[config.mk]
export PLATFORM = sky130hd
export DESIGN_NAME = signed_radix_digit_emitter
export DESIGN_NICKNAME = d
export VERILOG_FILES = /design/src/hw/rtl/sdre_pkg.sv /design/src/hw/rtl/signed_radix_digit_emitter.sv /design/src/hw/rtl/sdre_table.sv /design/src/hw/rtl/sdre_divider.sv
export SDC_FILE = /design/constraint.sdc
export NUM_CORES = 1
export LEC_CHECK = 0
export BUFFER_PORTS_ARGS = -buffer_cell sky130_fd_sc_hd__buf_4
export CAP_MARGIN = 40
export CELL_PAD_IN_SITES_DETAIL_PLACEMENT = 1
export CELL_PAD_IN_SITES_GLOBAL_PLACEMENT = 2
export CORE_UTILIZATION = 45
export CTS_CLUSTER_SIZE = 12
export DETAILED_ROUTE_END_ITERATION = 12
export PLACE_DENSITY_LB_ADDON = 0.1
export SYNTH_ARGS = -nofsm -noshare
export SYNTH_HDL_FRONTEND = slang
export SYNTH_SLANG_ARGS = --single-unit
[constraint.sdc]
create_clock -name clk_i -period 7.75 [get_ports clk_i]
set_input_delay 0.3875 -clock clk_i [delete_from_list [all_inputs] [get_ports clk_i]]
set_output_delay 0.3875 -clock clk_i [all_outputs]
set_load 0.03 [all_outputs]
[src/hw/rtl/sdre_pkg.sv]
`default_nettype none
package sdre_pkg;

  localparam int unsigned VALUE_W    = 32;
  localparam int unsigned CHAR_W     = 8;
  localparam int unsigned CFG_DATA_W = 64;
  localparam int unsigned CFG_IDX_W  = 2;
  localparam int unsigned TABLE_W    = 2 * CFG_DATA_W;
  localparam int unsigned MAX_DIGITS = VALUE_W;
  localparam int unsigned PTR_W      = $clog2(MAX_DIGITS);
  localparam int unsigned NDIG_W     = PTR_W + 1;
  localparam int unsigned STEP_W     = $clog2(VALUE_W);

  localparam logic [CFG_IDX_W-1:0] CFG_SYMBOLS_LOW  = CFG_IDX_W'(0);
  localparam logic [CFG_IDX_W-1:0] CFG_SYMBOLS_HIGH = CFG_IDX_W'(1);

  localparam logic [CHAR_W-1:0] MINUS_CHAR = 8'h2D;

  typedef enum logic [3:0] {
    ST_IDLE   = 4'b0001,
    ST_CHECK  = 4'b0010,
    ST_DIVIDE = 4'b0100,
    ST_EMIT   = 4'b1000
  } sdre_state_e;

  typedef struct packed {
    logic busy;
    logic done;
  } sdre_div_stat_t;

endpackage
`default_nettype wire

[src/hw/rtl/signed_radix_digit_emitter.sv]
// Each request first checks the symbol table; if it is invalid the value is dropped with no output.
// Otherwise every digit takes a 32-step restoring division in the shared one-bit divider.
// Characters then leave at one per cycle while the consumer does not stall.
// One request is taken at a time; a new value is taken the cycle after the last character is loaded.
// Reset is asynchronous and active low and clears both symbol registers (table invalid).
`default_nettype none
module signed_radix_digit_emitter import sdre_pkg::*; #(
  parameter int unsigned MAX_SYMBOLS = 16
) (
  input  wire logic                  clk_i,
  input  wire logic                  rst_ni,
  input  wire logic                  in_valid_i,
  output logic                       in_stall_o,
  input  wire logic [VALUE_W-1:0]    value_i,
  output logic                       out_valid_o,
  input  wire logic                  out_stall_i,
  output logic [CHAR_W-1:0]          character_o,
  output logic                       last_o,
  input  wire logic                  cfg_valid_i,
  output logic                       cfg_ready_o,
  input  wire logic [CFG_IDX_W-1:0]  cfg_index_i,
  input  wire logic [CFG_DATA_W-1:0] cfg_data_i
);

  localparam int unsigned DIG_W = (MAX_SYMBOLS > 2) ? $clog2(MAX_SYMBOLS) : 1;
  localparam int unsigned RAD_W = $clog2(MAX_SYMBOLS + 1);

  sdre_state_e         state_q, state_d;
  logic [CFG_DATA_W-1:0] sym_low_q, sym_high_q;
  logic [VALUE_W-1:0]  value_q;
  logic                sign_pend_q, sign_pend_d;
  logic [NDIG_W-1:0]   nd_q, nd_d;
  logic [PTR_W-1:0]    ptr_q, ptr_d;
  logic [DIG_W-1:0]    digits_q [MAX_DIGITS];
  logic                out_valid_q, out_valid_d;
  logic [CHAR_W-1:0]   char_q, char_d;
  logic                last_q, last_d;

  logic [RAD_W-1:0]    radix;
  logic                tbl_valid;
  logic [CHAR_W-1:0]   symbol;
  logic [VALUE_W-1:0]  mag;
  logic                div_start;
  logic [VALUE_W-1:0]  div_dividend;
  sdre_div_stat_t      div_stat;
  logic [VALUE_W-1:0]  quotient;
  logic [DIG_W-1:0]    remainder;
  logic                more_digits;
  logic                out_free;
  logic                out_load;
  logic                in_accept;

  sdre_table #(
    .MAX_SYMBOLS (MAX_SYMBOLS),
    .DIG_W       (DIG_W),
    .RAD_W       (RAD_W)
  ) u_table (
    .table_i  ({sym_high_q, sym_low_q}),
    .digit_i  (digits_q[ptr_q]),
    .radix_o  (radix),
    .valid_o  (tbl_valid),
    .symbol_o (symbol)
  );

  sdre_divider #(
    .DIG_W (DIG_W),
    .RAD_W (RAD_W)
  ) u_divider (
    .clk_i       (clk_i),
    .rst_ni      (rst_ni),
    .start_i     (div_start),
    .dividend_i  (div_dividend),
    .divisor_i   (radix),
    .stat_o      (div_stat),
    .quotient_o  (quotient),
    .remainder_o (remainder)
  );

  assign cfg_ready_o = 1'b1;
  assign in_stall_o  = (state_q != ST_IDLE);
  assign in_accept   = in_valid_i && !in_stall_o;

  assign mag          = value_q[VALUE_W-1] ? (~value_q + VALUE_W'(1)) : value_q;
  assign more_digits  = (quotient != '0) && (nd_q < NDIG_W'(MAX_DIGITS - 1));
  assign div_start    = ((state_q == ST_CHECK) && tbl_valid) ||
                        ((state_q == ST_DIVIDE) && div_stat.done && more_digits);
  assign div_dividend = (state_q == ST_CHECK) ? mag : quotient;

  assign out_free = !out_valid_q || !out_stall_i;
  assign out_load = (state_q == ST_EMIT) && out_free;

  always_comb begin
    state_d     = state_q;
    sign_pend_d = sign_pend_q;
    nd_d        = nd_q;
    ptr_d       = ptr_q;
    out_valid_d = out_valid_q && out_stall_i;
    char_d      = char_q;
    last_d      = last_q;
    unique case (state_q)
      ST_IDLE: begin
        if (in_accept) begin
          state_d = ST_CHECK;
        end
      end
      ST_CHECK: begin
        if (tbl_valid) begin
          sign_pend_d = value_q[VALUE_W-1];
          nd_d        = '0;
          state_d     = ST_DIVIDE;
        end else begin
          state_d = ST_IDLE;
        end
      end
      ST_DIVIDE: begin
        if (div_stat.done) begin
          nd_d = nd_q + NDIG_W'(1);
          if (!more_digits) begin
            ptr_d   = nd_q[PTR_W-1:0];
            state_d = ST_EMIT;
          end
        end
      end
      ST_EMIT: begin
        if (out_free) begin
          out_valid_d = 1'b1;
          if (sign_pend_q) begin
            char_d      = MINUS_CHAR;
            last_d      = 1'b0;
            sign_pend_d = 1'b0;
          end else begin
            char_d = symbol;
            last_d = (ptr_q == '0);
            if (ptr_q == '0) begin
              state_d = ST_IDLE;
            end else begin
              ptr_d = ptr_q - PTR_W'(1);
            end
          end
        end
      end
      default: begin
        state_d = ST_IDLE;
      end
    endcase
  end

  always_ff @(posedge clk_i or negedge rst_ni) begin
    if (!rst_ni) begin
      state_q     <= ST_IDLE;
      sign_pend_q <= 1'b0;
      nd_q        <= '0;
      ptr_q       <= '0;
      out_valid_q <= 1'b0;
      sym_low_q   <= '0;
      sym_high_q  <= '0;
    end else begin
      state_q     <= state_d;
      sign_pend_q <= sign_pend_d;
      nd_q        <= nd_d;
      ptr_q       <= ptr_d;
      out_valid_q <= out_valid_d;
      if (cfg_valid_i && cfg_ready_o) begin
        unique case (cfg_index_i)
          CFG_SYMBOLS_LOW:  sym_low_q  <= cfg_data_i;
          CFG_SYMBOLS_HIGH: sym_high_q <= cfg_data_i;
          default: begin
          end
        endcase
      end
    end
  end

  always_ff @(posedge clk_i) begin
    char_q <= char_d;
    last_q <= last_d;
    if (in_accept) begin
      value_q <= value_i;
    end
    if ((state_q == ST_DIVIDE) && div_stat.done) begin
      digits_q[nd_q[PTR_W-1:0]] <= remainder;
    end
  end

  assign out_valid_o = out_valid_q;
  assign character_o = char_q;
  assign last_o      = last_q;

`ifndef SYNTHESIS
  a_done_in_divide: assert property (@(posedge clk_i) disable iff (!rst_ni)
    div_stat.done |-> (state_q == ST_DIVIDE))
    else $error("divider finished outside the divide phase");

  a_no_accept_busy: assert property (@(posedge clk_i) disable iff (!rst_ni)
    in_accept |-> !div_stat.busy)
    else $error("new value taken while the divider is busy");

  a_ptr_in_range: assert property (@(posedge clk_i) disable iff (!rst_ni)
    (state_q == ST_EMIT) |-> (NDIG_W'(ptr_q) < nd_q))
    else $error("digit pointer beyond the stored digits");

  a_digit_count: assert property (@(posedge clk_i) disable iff (!rst_ni)
    nd_q <= NDIG_W'(MAX_DIGITS))
    else $error("digit count overflow");

  a_minus_negative: assert property (@(posedge clk_i) disable iff (!rst_ni)
    (out_load && sign_pend_q) |-> value_q[VALUE_W-1])
    else $error("minus sign for a non-negative value");
`endif

endmodule
`default_nettype wire

[src/hw/rtl/sdre_table.sv]
`default_nettype none
module sdre_table import sdre_pkg::*; #(
  parameter int unsigned MAX_SYMBOLS = 16,
  parameter int unsigned DIG_W       = 4,
  parameter int unsigned RAD_W       = 5
) (
  input  wire logic [TABLE_W-1:0] table_i,
  input  wire logic [DIG_W-1:0]   digit_i,
  output logic [RAD_W-1:0]        radix_o,
  output logic                    valid_o,
  output logic [CHAR_W-1:0]       symbol_o
);

  localparam int unsigned ENTRIES = 2 ** DIG_W;

  logic [CHAR_W-1:0] sym [ENTRIES];
  logic              dup;

  always_comb begin
    for (int i = 0; i < ENTRIES; i++) begin
      sym[i] = (i < MAX_SYMBOLS) ? table_i[i*CHAR_W +: CHAR_W] : '0;
    end
  end

  always_comb begin
    radix_o = RAD_W'(MAX_SYMBOLS);
    for (int i = MAX_SYMBOLS - 1; i >= 0; i--) begin
      if (sym[i] == '0) begin
        radix_o = RAD_W'(i);
      end
    end
  end

  always_comb begin
    dup = 1'b0;
    for (int i = 0; i < MAX_SYMBOLS; i++) begin
      for (int j = i + 1; j < MAX_SYMBOLS; j++) begin
        if ((j < int'(radix_o)) && (sym[i] == sym[j])) begin
          dup = 1'b1;
        end
      end
    end
  end

  assign valid_o  = (radix_o >= RAD_W'(2)) && !dup;
  assign symbol_o = sym[digit_i];

endmodule
`default_nettype wire

[src/hw/rtl/sdre_divider.sv]
`default_nettype none
module sdre_divider import sdre_pkg::*; #(
  parameter int unsigned DIG_W = 4,
  parameter int unsigned RAD_W = 5
) (
  input  wire logic               clk_i,
  input  wire logic               rst_ni,
  input  wire logic               start_i,
  input  wire logic [VALUE_W-1:0] dividend_i,
  input  wire logic [RAD_W-1:0]   divisor_i,
  output sdre_div_stat_t          stat_o,
  output logic [VALUE_W-1:0]      quotient_o,
  output logic [DIG_W-1:0]        remainder_o
);

  logic                busy_q, busy_d;
  logic                done_q, done_d;
  logic [STEP_W-1:0]   step_q, step_d;
  logic [VALUE_W-1:0]  quo_q, quo_d;
  logic [DIG_W-1:0]    rem_q, rem_d;
  logic [DIG_W:0]      trial;
  logic [DIG_W:0]      div_ext;
  logic                fits;

  // One restoring step per cycle while busy: shift in the next dividend bit and subtract if it fits.
  assign trial   = {rem_q, quo_q[VALUE_W-1]};
  assign div_ext = (DIG_W + 1)'(divisor_i);
  assign fits    = trial >= div_ext;

  always_comb begin
    busy_d = busy_q;
    done_d = 1'b0;
    step_d = step_q;
    quo_d  = quo_q;
    rem_d  = rem_q;
    if (start_i) begin
      busy_d = 1'b1;
      step_d = STEP_W'(VALUE_W - 1);
      quo_d  = dividend_i;
      rem_d  = '0;
    end else if (busy_q) begin
      rem_d  = fits ? DIG_W'(trial - div_ext) : DIG_W'(trial);
      quo_d  = {quo_q[VALUE_W-2:0], fits};
      step_d = step_q - STEP_W'(1);
      if (step_q == '0) begin
        busy_d = 1'b0;
        done_d = 1'b1;
      end
    end
  end

  always_ff @(posedge clk_i or negedge rst_ni) begin
    if (!rst_ni) begin
      busy_q <= 1'b0;
      done_q <= 1'b0;
      step_q <= '0;
    end else begin
      busy_q <= busy_d;
      done_q <= done_d;
      step_q <= step_d;
    end
  end

  always_ff @(posedge clk_i) begin
    quo_q <= quo_d;
    rem_q <= rem_d;
  end

  assign stat_o.busy  = busy_q;
  assign stat_o.done  = done_q;
  assign quotient_o   = quo_q;
  assign remainder_o  = rem_q;

endmodule
`default_nettype wire
==> summary.md, run 1 <==
| Metric | Value |
|---|---|
| First-pass GRT wire length | 178000 µm |
| Worst R2R End | u_divider.quotient_o[20] |
| Yosys reg bits | 357 |
| Reg2reg start | sym_low_q[61] |
| Hold slack | 14.3 ps |
| Worst-skew pair later-pin latency | 620 ps |
| Max VDD drop | 234 µV |
| Post-synth EDFFs | 201 |
| Post-detail-place hpwl | 80700 µm |
| Pin count of the biggest net entering global routing | 69 |
| PortBufs | 113 |
| Worst-case reg-to-reg path depth | 12 |
| Final ANT Viol Nets | 0 |
| Setup CP Type | flop to flop |
| R2R setup slack | 2550 ps |
| Post-synthesis net count | 3017 |
| Placement Cell Area | 31100 µm² |
| Die area | 65700 µm² |
| Nature of the critical path endpoint | flop |
| WHS Path Cells | 2 |
| Status | finished clean |
| Finished Cell Area | 32900 µm² |
| Post-synth top area cell | edfxtp_1 |
| Leakage power | 11.5 nW |
| Fraction of layout cells with a size suffix above 1 | 19.2% |
| Global placement routability congestion | 0.986 |
| Syn_area_per_cell | 10.0 µm² |
| CP Launch Type | flop |
| Register Area | 9920 µm² |
| Via Count | 24000 |
| Pins Over Slew Limit | 0 |
| Post-synth ARST share | 42.6% |
| Starting DRT DRC Count | 1909 |
| CP cell instances | buf_4 > nor4_1 > clkbuf_2 > nand2_1 > nand2_1 > or4_1 > a31oi_1 > a2111oi_4 > buf_4 > a41o_1 > a21boi_4 > mux2_2 |
| F_max | 192 MHz |
| Final setup fails | 0 |
| Max FO, Critical Path | 21 |
| Hold Path Origin | cfg_data_i[57] |
| Synth top area cells | edfxtp_1 (21%), xnor2_1 (19%), dfrtp_1 (13%), xor2_1 (11%), mux2_2 (6.1%) |
| CTS Buffer Depth | 3 |
| Starting Density | 45.8% |
| Worst path slowest cell | a41o_1 |
| # fillers | 6868 |
| Multi-input gate area | 17500 µm² |
| DRC | 0 |
| Fin Setup TNS | 0 ps |
| Power Dens Cells | 346 nW/µm² |
| Ys flop type | edfxtp_1 |
| Core area | 63500 µm² |
| DRT Pass-1 Iters | 5 |
| Clk slew on worst S/H paths | 60 ps |
| Via/cell ratio | 6.30 |
| Most frequent cells in the layout | xnor2_1 (625), xor2_1 (370), buf_4 (243) |
| Slew margin rel. | 33.7% |
| Hold EP | sym_low_q[57] |
| Vias in the first global route | 25500 |
| Bufs and invs on worst path | 3 |
| Wire length per cell | 32.0 µm |
| N_diodes | 0 |
| Clock Skews | 33.7 ps |
| Layout net count | 3045 |
| GR Overflow Total | 0 |
| Time the worst path needs with I/O delays and setup | 5200 ps |
| GRT Util Overall | 36.8% |
| Chip height | 256 µm |
| Num rows | 92 |
| Max-cap violation count | 0 |
| Num CTS Buffers | 42 |
| Data required, critical path | 8100 ps |
| Total Power | 11.4 mW |
| Crit path max-delay family | compound AO/OA/AOI/OAI gates |
| Top-area cell type share of the netlist area | 20.7% |
| Synth Instances | 2899 |
| CP max stage delay | 710 ps |
| CTS tree | yes |
| Initial antenna violation count | 5 |
| Part of the cycle the worst path needs | 67.0% |
| Synth Warn # | 0 |
| Seq/Total Area, Yosys | 34.1% |
| CTS Sinks | 357 |
| Root Buffer | clkbuf_16 |
| Crit path DAT | 5540 ps |
| Chip Width | 256 µm |
| Cell Area, Synth | 29100 µm² |
| Cts repair resizes | 0 |
| H-Tree Depth | 2 |
| Commonest non-fill, non-tap cell in the layout | xnor2_1 |
| Yosys cell types | 75 |
| Hold WC Path Type | input port to flop |
| Post-Route WL | 122000 µm |
| Least-Margin Pin Slew | 994 ps |
| Area growth syn-to-layout | 12.9% |
| Final Hold Fails | 0 |
| I/O pins | 115 |
| RSZ-0062 raised after global routing | no |
## sequential cells by signal (all words and copies together) (netlist names)
register               flops
character_o                8
digits_q                 128
last_o                     1
nd_q                       6
out_valid_o                1
ptr_q                      5
sign_pend_q                1
state_q                    4
sym_high_q                64
sym_low_q                 64
u_divider.busy_q           1
u_divider.done_q           1
u_divider.quotient_o      32
u_divider.remainder_o      4
u_divider.step_q           5
value_q                   32
## worst register-to-register path, cell delays in order, from the launching register on
cell,delay [ps]
dfrtp_1,370
buf_4,300
nor4_1,430
clkbuf_2,260
nand2_1,80
nand2_1,260
or4_1,650
a31oi_1,210
a2111oi_4,330
buf_4,280
a41o_1,710
a21boi_4,630
mux2_2,410
## per-stage QoR
step / util (%) / cells / setup WS [ps]
2_1_floorplan: - / 2899 / 3880
3_3_place_gp: 47.9 / 3660 / 2630
3_5_place_dp: 48.9 / 3690 / 2460
4_1_cts: 51.7 / 3805 / 2390
5_1_grt: 51.7 / 3806 / 2360
6_report: 51.7 / 3806 / 2550
## synth_stat cells (all sizes together) (4+ instances only)
cell type and instances:
xnor2 625, xor2 370, buf 286, edfxtp 201, nor2 165, mux2 161, nand4 156, dfrtp 151
nor4 137, nand2 102, o21ai 62, mux2i 61, clkbuf 43, mux4 36, a21oi 32, nand3 30
inv 24, nor3 22, o41ai 19, or4 19, a31oi 18, a2111oi 14, ha 14, o2bb2ai 14
nand3b 11, or3 11, a22oi 10, o31ai 10, or2 10, o211ai 8, nand2b 7, o22ai 7
a211oi 6, a21o 6, o2111a 5, o2111ai 5, a21boi 4, and2 4, dfxtp 4
## worst max-delay path by stage
stage,start,endpoint,slack (ps),cells after the start
2_1_floorplan,sym_high_q[13],u_divider.quotient_o[0],3880,12
3_3_place_gp,sym_low_q[61],u_divider.quotient_o[23],2630,11
3_5_place_dp,sym_low_q[61],u_divider.quotient_o[20],2460,11
4_1_cts,sym_low_q[61],u_divider.quotient_o[20],2390,11
5_1_grt,sym_low_q[61],u_divider.quotient_o[20],2360,12
6_report,sym_low_q[61],u_divider.quotient_o[20],2550,12
## metal layers
layer	share of wire, %	routed length (µm)	global-route usage, %
met1	40	49100	46.6
met4	6.0	7310	19.7
met2	47	56800	60.3
met3	7.0	8520	5.89
met5	0.059	72	0
## cell families after synthesis
logic type,Yosys count,synth area share (%)
buf+inv,354,5.93
simple gates,686,12.5
other cells,1,0.0129
xor+xnor,995,29.9
mux,258,11.1
compound gates,233,5.71
fa+ha+maj,15,0.671
flops,357,34.1
## where the power goes
part	switching (mW)	internal (mW)
clock network	0.879	1.13
logic	3.71	2.53
registers	0.577	2.54
## cell type report
class | count | share of cell area (%)
inverter | 25 | 0.286
clock buffer | 61 | 3.69
tap | 846 | 3.22
sequential | 357 | 30.2
multi-input combinational | 2188 | 53.3
timing repair buffer | 313 | 8.77
clock inverter | 16 | 0.514
## timing repair
item | 4_1_cts | 5_1_grt
buffers inserted | 0 | 0
endpoints found under the hold margin | 83 | 0
hold buffers | 38 | 0
(Power assumes the default switching activity.)
==> run 2, diff against run 1 <==
--- a/config.mk
+++ b/config.mk
@@ -5,11 +5,12 @@
 export SDC_FILE = /design/constraint.sdc
 export NUM_CORES = 1
 export LEC_CHECK = 0
+export ABC_AREA = 1
 export BUFFER_PORTS_ARGS = -buffer_cell sky130_fd_sc_hd__buf_4
 export CAP_MARGIN = 40
 export CELL_PAD_IN_SITES_DETAIL_PLACEMENT = 1
 export CELL_PAD_IN_SITES_GLOBAL_PLACEMENT = 2
-export CORE_UTILIZATION = 45
+export CORE_UTILIZATION = 37
 export CTS_CLUSTER_SIZE = 12
 export DETAILED_ROUTE_END_ITERATION = 12
 export PLACE_DENSITY_LB_ADDON = 0.1
==> constraint.sdc (replaced) <==
create_clock -name clk_i -period 5.4 [get_ports clk_i]
set_input_delay 0.27 -clock clk_i [delete_from_list [all_inputs] [get_ports clk_i]]
set_output_delay 0.27 -clock clk_i [all_outputs]
set_load 0.03 [all_outputs]
==> summary.md, run 2 <==
| Metric | Value |
|---|---|
| CTS Buffer Depth | 3 (unchanged) |
| Status | finished clean |
| Least-Margin Pin Slew | 1040 ps (+44.8 ps) |
| Max-cap violation count | 0 (unchanged) |
| Post-synth top area cell | edfxtp_1 |
| Post-detail-place hpwl | 116000 µm (+43%) |
| Worst path slowest cell | nor3_1 |
| Syn_area_per_cell | 7.21 µm² (-28%) |
| Max reg flops | 128 (unchanged) |
| Fraction of layout cells with a size suffix above 1 | 11.8% (-7.5 points) |
| PortBufs | 113 (unchanged) |
| DRC | 0 (unchanged) |
| Data required, critical path | 5650 ps (-2450 ps) |
| I/O pins | 115 (unchanged) |
| Crit path max-delay family | simple AND/OR/NAND/NOR gates |
| Yosys reg bits | 357 (unchanged) |
| Pin count of the biggest net entering global routing | 85 (+23%) |
| Crit path DAT | 4550 ps (-990 ps) |
| Top-area cell type share of the netlist area | 20.3% (-0.41 points) |
| Via Count | 32900 (+37%) |
| Chip Width | 285 µm (+11%) |
| Synth top area cells | edfxtp_1 (20%), nand2_1 (15%), dfrtp_1 (13%), xor2_1 (7.8%), xnor2_1 (7.7%) |
| Final ANT Viol Nets | 0 (unchanged) |
| Synth Warn # | 0 (unchanged) |
| Ys flop type | edfxtp_1 |
| Num rows | 103 (+12%) |
| Root Buffer | clkbuf_16 |
| Pins Over Slew Limit | 0 (unchanged) |
| Max VDD drop | 363 µV (+55%) |
| Die area | 81400 µm² (+24%) |
| Clk slew on worst S/H paths | 60 ps (about the same) |
| Starting Density | 37.5% (-8.3 points) |
| Fin Setup TNS | 0 ps (unchanged) |
| Layout net count | 4299 (+41%) |
| Max FO, Critical Path | 32 (+52%) |
| Reg2reg start | sym_low_q[29] |
| Post-synth EDFFs | 201 (unchanged) |
| CP cell instances | buf_4 > inv_2 > buf_4 > nand2_1 > nand4_1 > nor4_1 > nor3_1 > nand2_1 > nand2_1 > nand2_1 > a21oi_1 > nand3_1 > nor2_1 > nand3_4 > a21oi_4 > buf_4 |
| GR Overflow Total | 0 (unchanged) |
| Wire length per cell | 33.1 µm (+3.3%) |
| Starting DRT DRC Count | 4137 (+120%) |
| H-Tree Depth | 2 (unchanged) |
| Placement Cell Area | 31500 µm² (+1.4%) |
| Cell Area, Synth | 29700 µm² (+2.0%) |
| Commonest non-fill, non-tap cell in the layout | nand2_1 |
| Num CTS Buffers | 44 (+4.8%) |
| Global placement routability congestion | 1.03 (+4.9%) |
| Synth Instances | 4116 (+42%) |
| Bufs and invs on worst path | 4 (+1) |
| Hold Path Origin | cfg_data_i[30] |
| Hold WC Path Type | input port to flop |
| Leakage power | 14.2 nW (+23%) |
| First-pass GRT wire length | 244000 µm (+37%) |
| Setup CP Type | flop to flop |
| Slew margin rel. | 30.8% (-3.0 points) |
| Final setup fails | 0 (unchanged) |
| RSZ-0062 raised after global routing | no |
| Hold slack | 16.9 ps (+2.62 ps) |
| Post-synthesis net count | 4234 (+40%) |
| Seq/Total Area, Yosys | 33.4% (-0.67 points) |
| Final Hold Fails | 0 (unchanged) |
| GRT Util Overall | 42.1% (+5.3 points) |
| Yosys cell types | 61 (-19%) |
| Clock Skews | 52.7 ps (+19.0 ps) |
| CTS tree | yes |
| Setup crit start | sym_low_q[29] |
| Initial antenna violation count | 13 (+8) |
| F_max | 233 MHz (+21%) |
| DRT Pass-1 Iters | 5 (unchanged) |
| Chip height | 285 µm (+11%) |
| Vias in the first global route | 31900 (+25%) |
| CP max stage delay | 580 ps (-130 ps) |
| Finished Cell Area | 34000 µm² (+3.4%) |
| Commonest cells post-synth | nand2_1 (1154), xor2_1 (265), xnor2_1 (261), nand4_1 (255), nor2_1 (254) |
| Power Dens Cells | 511 nW/µm² (+48%) |
| Most numerous cell on the critical path | nand2_1 |
| Core area | 79100 µm² (+25%) |
| Via/cell ratio | 6.24 (-1.0%) |
| CTS Sinks | 357 (unchanged) |
| Time the worst path needs with I/O delays and setup | 4290 ps (-901 ps) |
| Total Power | 17.3 mW (+53%) |
| CP Launch Type | flop |
| Worst-skew pair later-pin latency | 650 ps (+30 ps) |
| Part of the cycle the worst path needs | 79.5% (+12 points) |
| Post-Route WL | 174000 µm (+43%) |
| Most numerous cell in the Yosys netlist | nand2_1 |
| Nature of the critical path endpoint | flop |
| Area growth syn-to-layout | 14.4% |
| Most frequent cells in the layout | nand2_1 (1152), buf_4 (291), xor2_1 (265) |
| Post-synth ARST share | 42.6% (unchanged) |
[run 2: worst paths after layout]
path,to,slack (ps),cells after the start
min in group asynchronous,sym_low_q[33],190,2
worst max-delay path,u_divider.quotient_o[11],1110,16
max in group asynchronous,ptr_q[0],4100,3
worst min register to register,nd_q[0],490,2
worst min-delay path,sym_low_q[30],20,3
worst max register to register,u_divider.quotient_o[11],1110,16
[run 2: final cells by class]
cell class / instances / area, µm²
timing repair buffer: 403 / 3420
clock buffer: 56 / 1170
multi-input combinational: 3081 / 16800
fill: 9813 / 45200
clock inverter: 24 / 248
antenna: 7 / 17.5
tap: 1050 / 1310
sequential: 357 / 9920
inverter: 294 / 1110
[run 2: timing repair]
action,CTS,global route
hold endpoints to repair,225,0
hold buffers,98,0
setup buffers,0,0
resized for setup,0,0
[run 2: per-layer routing]
metal  up-vias  routed length (µm)  global-route usage, %
met1     16200               70000                   55.1
met4        18               12400                   25.3
met3       655               23000                   16.1
li1      13800                   -                      -
met2      2273               68900                   58.0
met5         -                 116                      0
[run 2: metrics by stage]
step	utilization, %	worst slack [ps]	instances
after floorplan	-	1350	4116
final	42.9	1110	5272
after CTS	42.8	1310	5262
after global placement	39.6	1350	5075
after global routing	42.9	995	5265
after detailed placement	39.8	1310	5084
[run 2: report_power, final]
group / total, mW / leakage, nW / internal (mW) / switching, mW
logic: 10.0 / 9.74 / 2.94 / 7.06
clock network: 3.01 / 0.678 / 1.68 / 1.33
registers: 4.33 / 3.80 / 3.69 / 0.647
total: 17.3 / 14.2 / 8.31 / 9.04
[run 2: logic make-up (layout without fill, tap and decap cells)]
kind of cell	count (synthesis)	after routing	share of synthesized area, %
AO/OA/AOI/OAI	557	557	10.9
XOR/XNOR	526	526	15.5
adder cells (fa/ha/maj)	15	15	0.658
buffers and inverters	678	777	10.3
flip-flops	357	357	33.4
other	1	8	0.0126
AND/OR/NAND/NOR	1982	1982	29.2
[run 2: tightest hold or removal path: stages]
cell and delay, ps:
buf_4 80, inv_1 60, o21ai_0 190
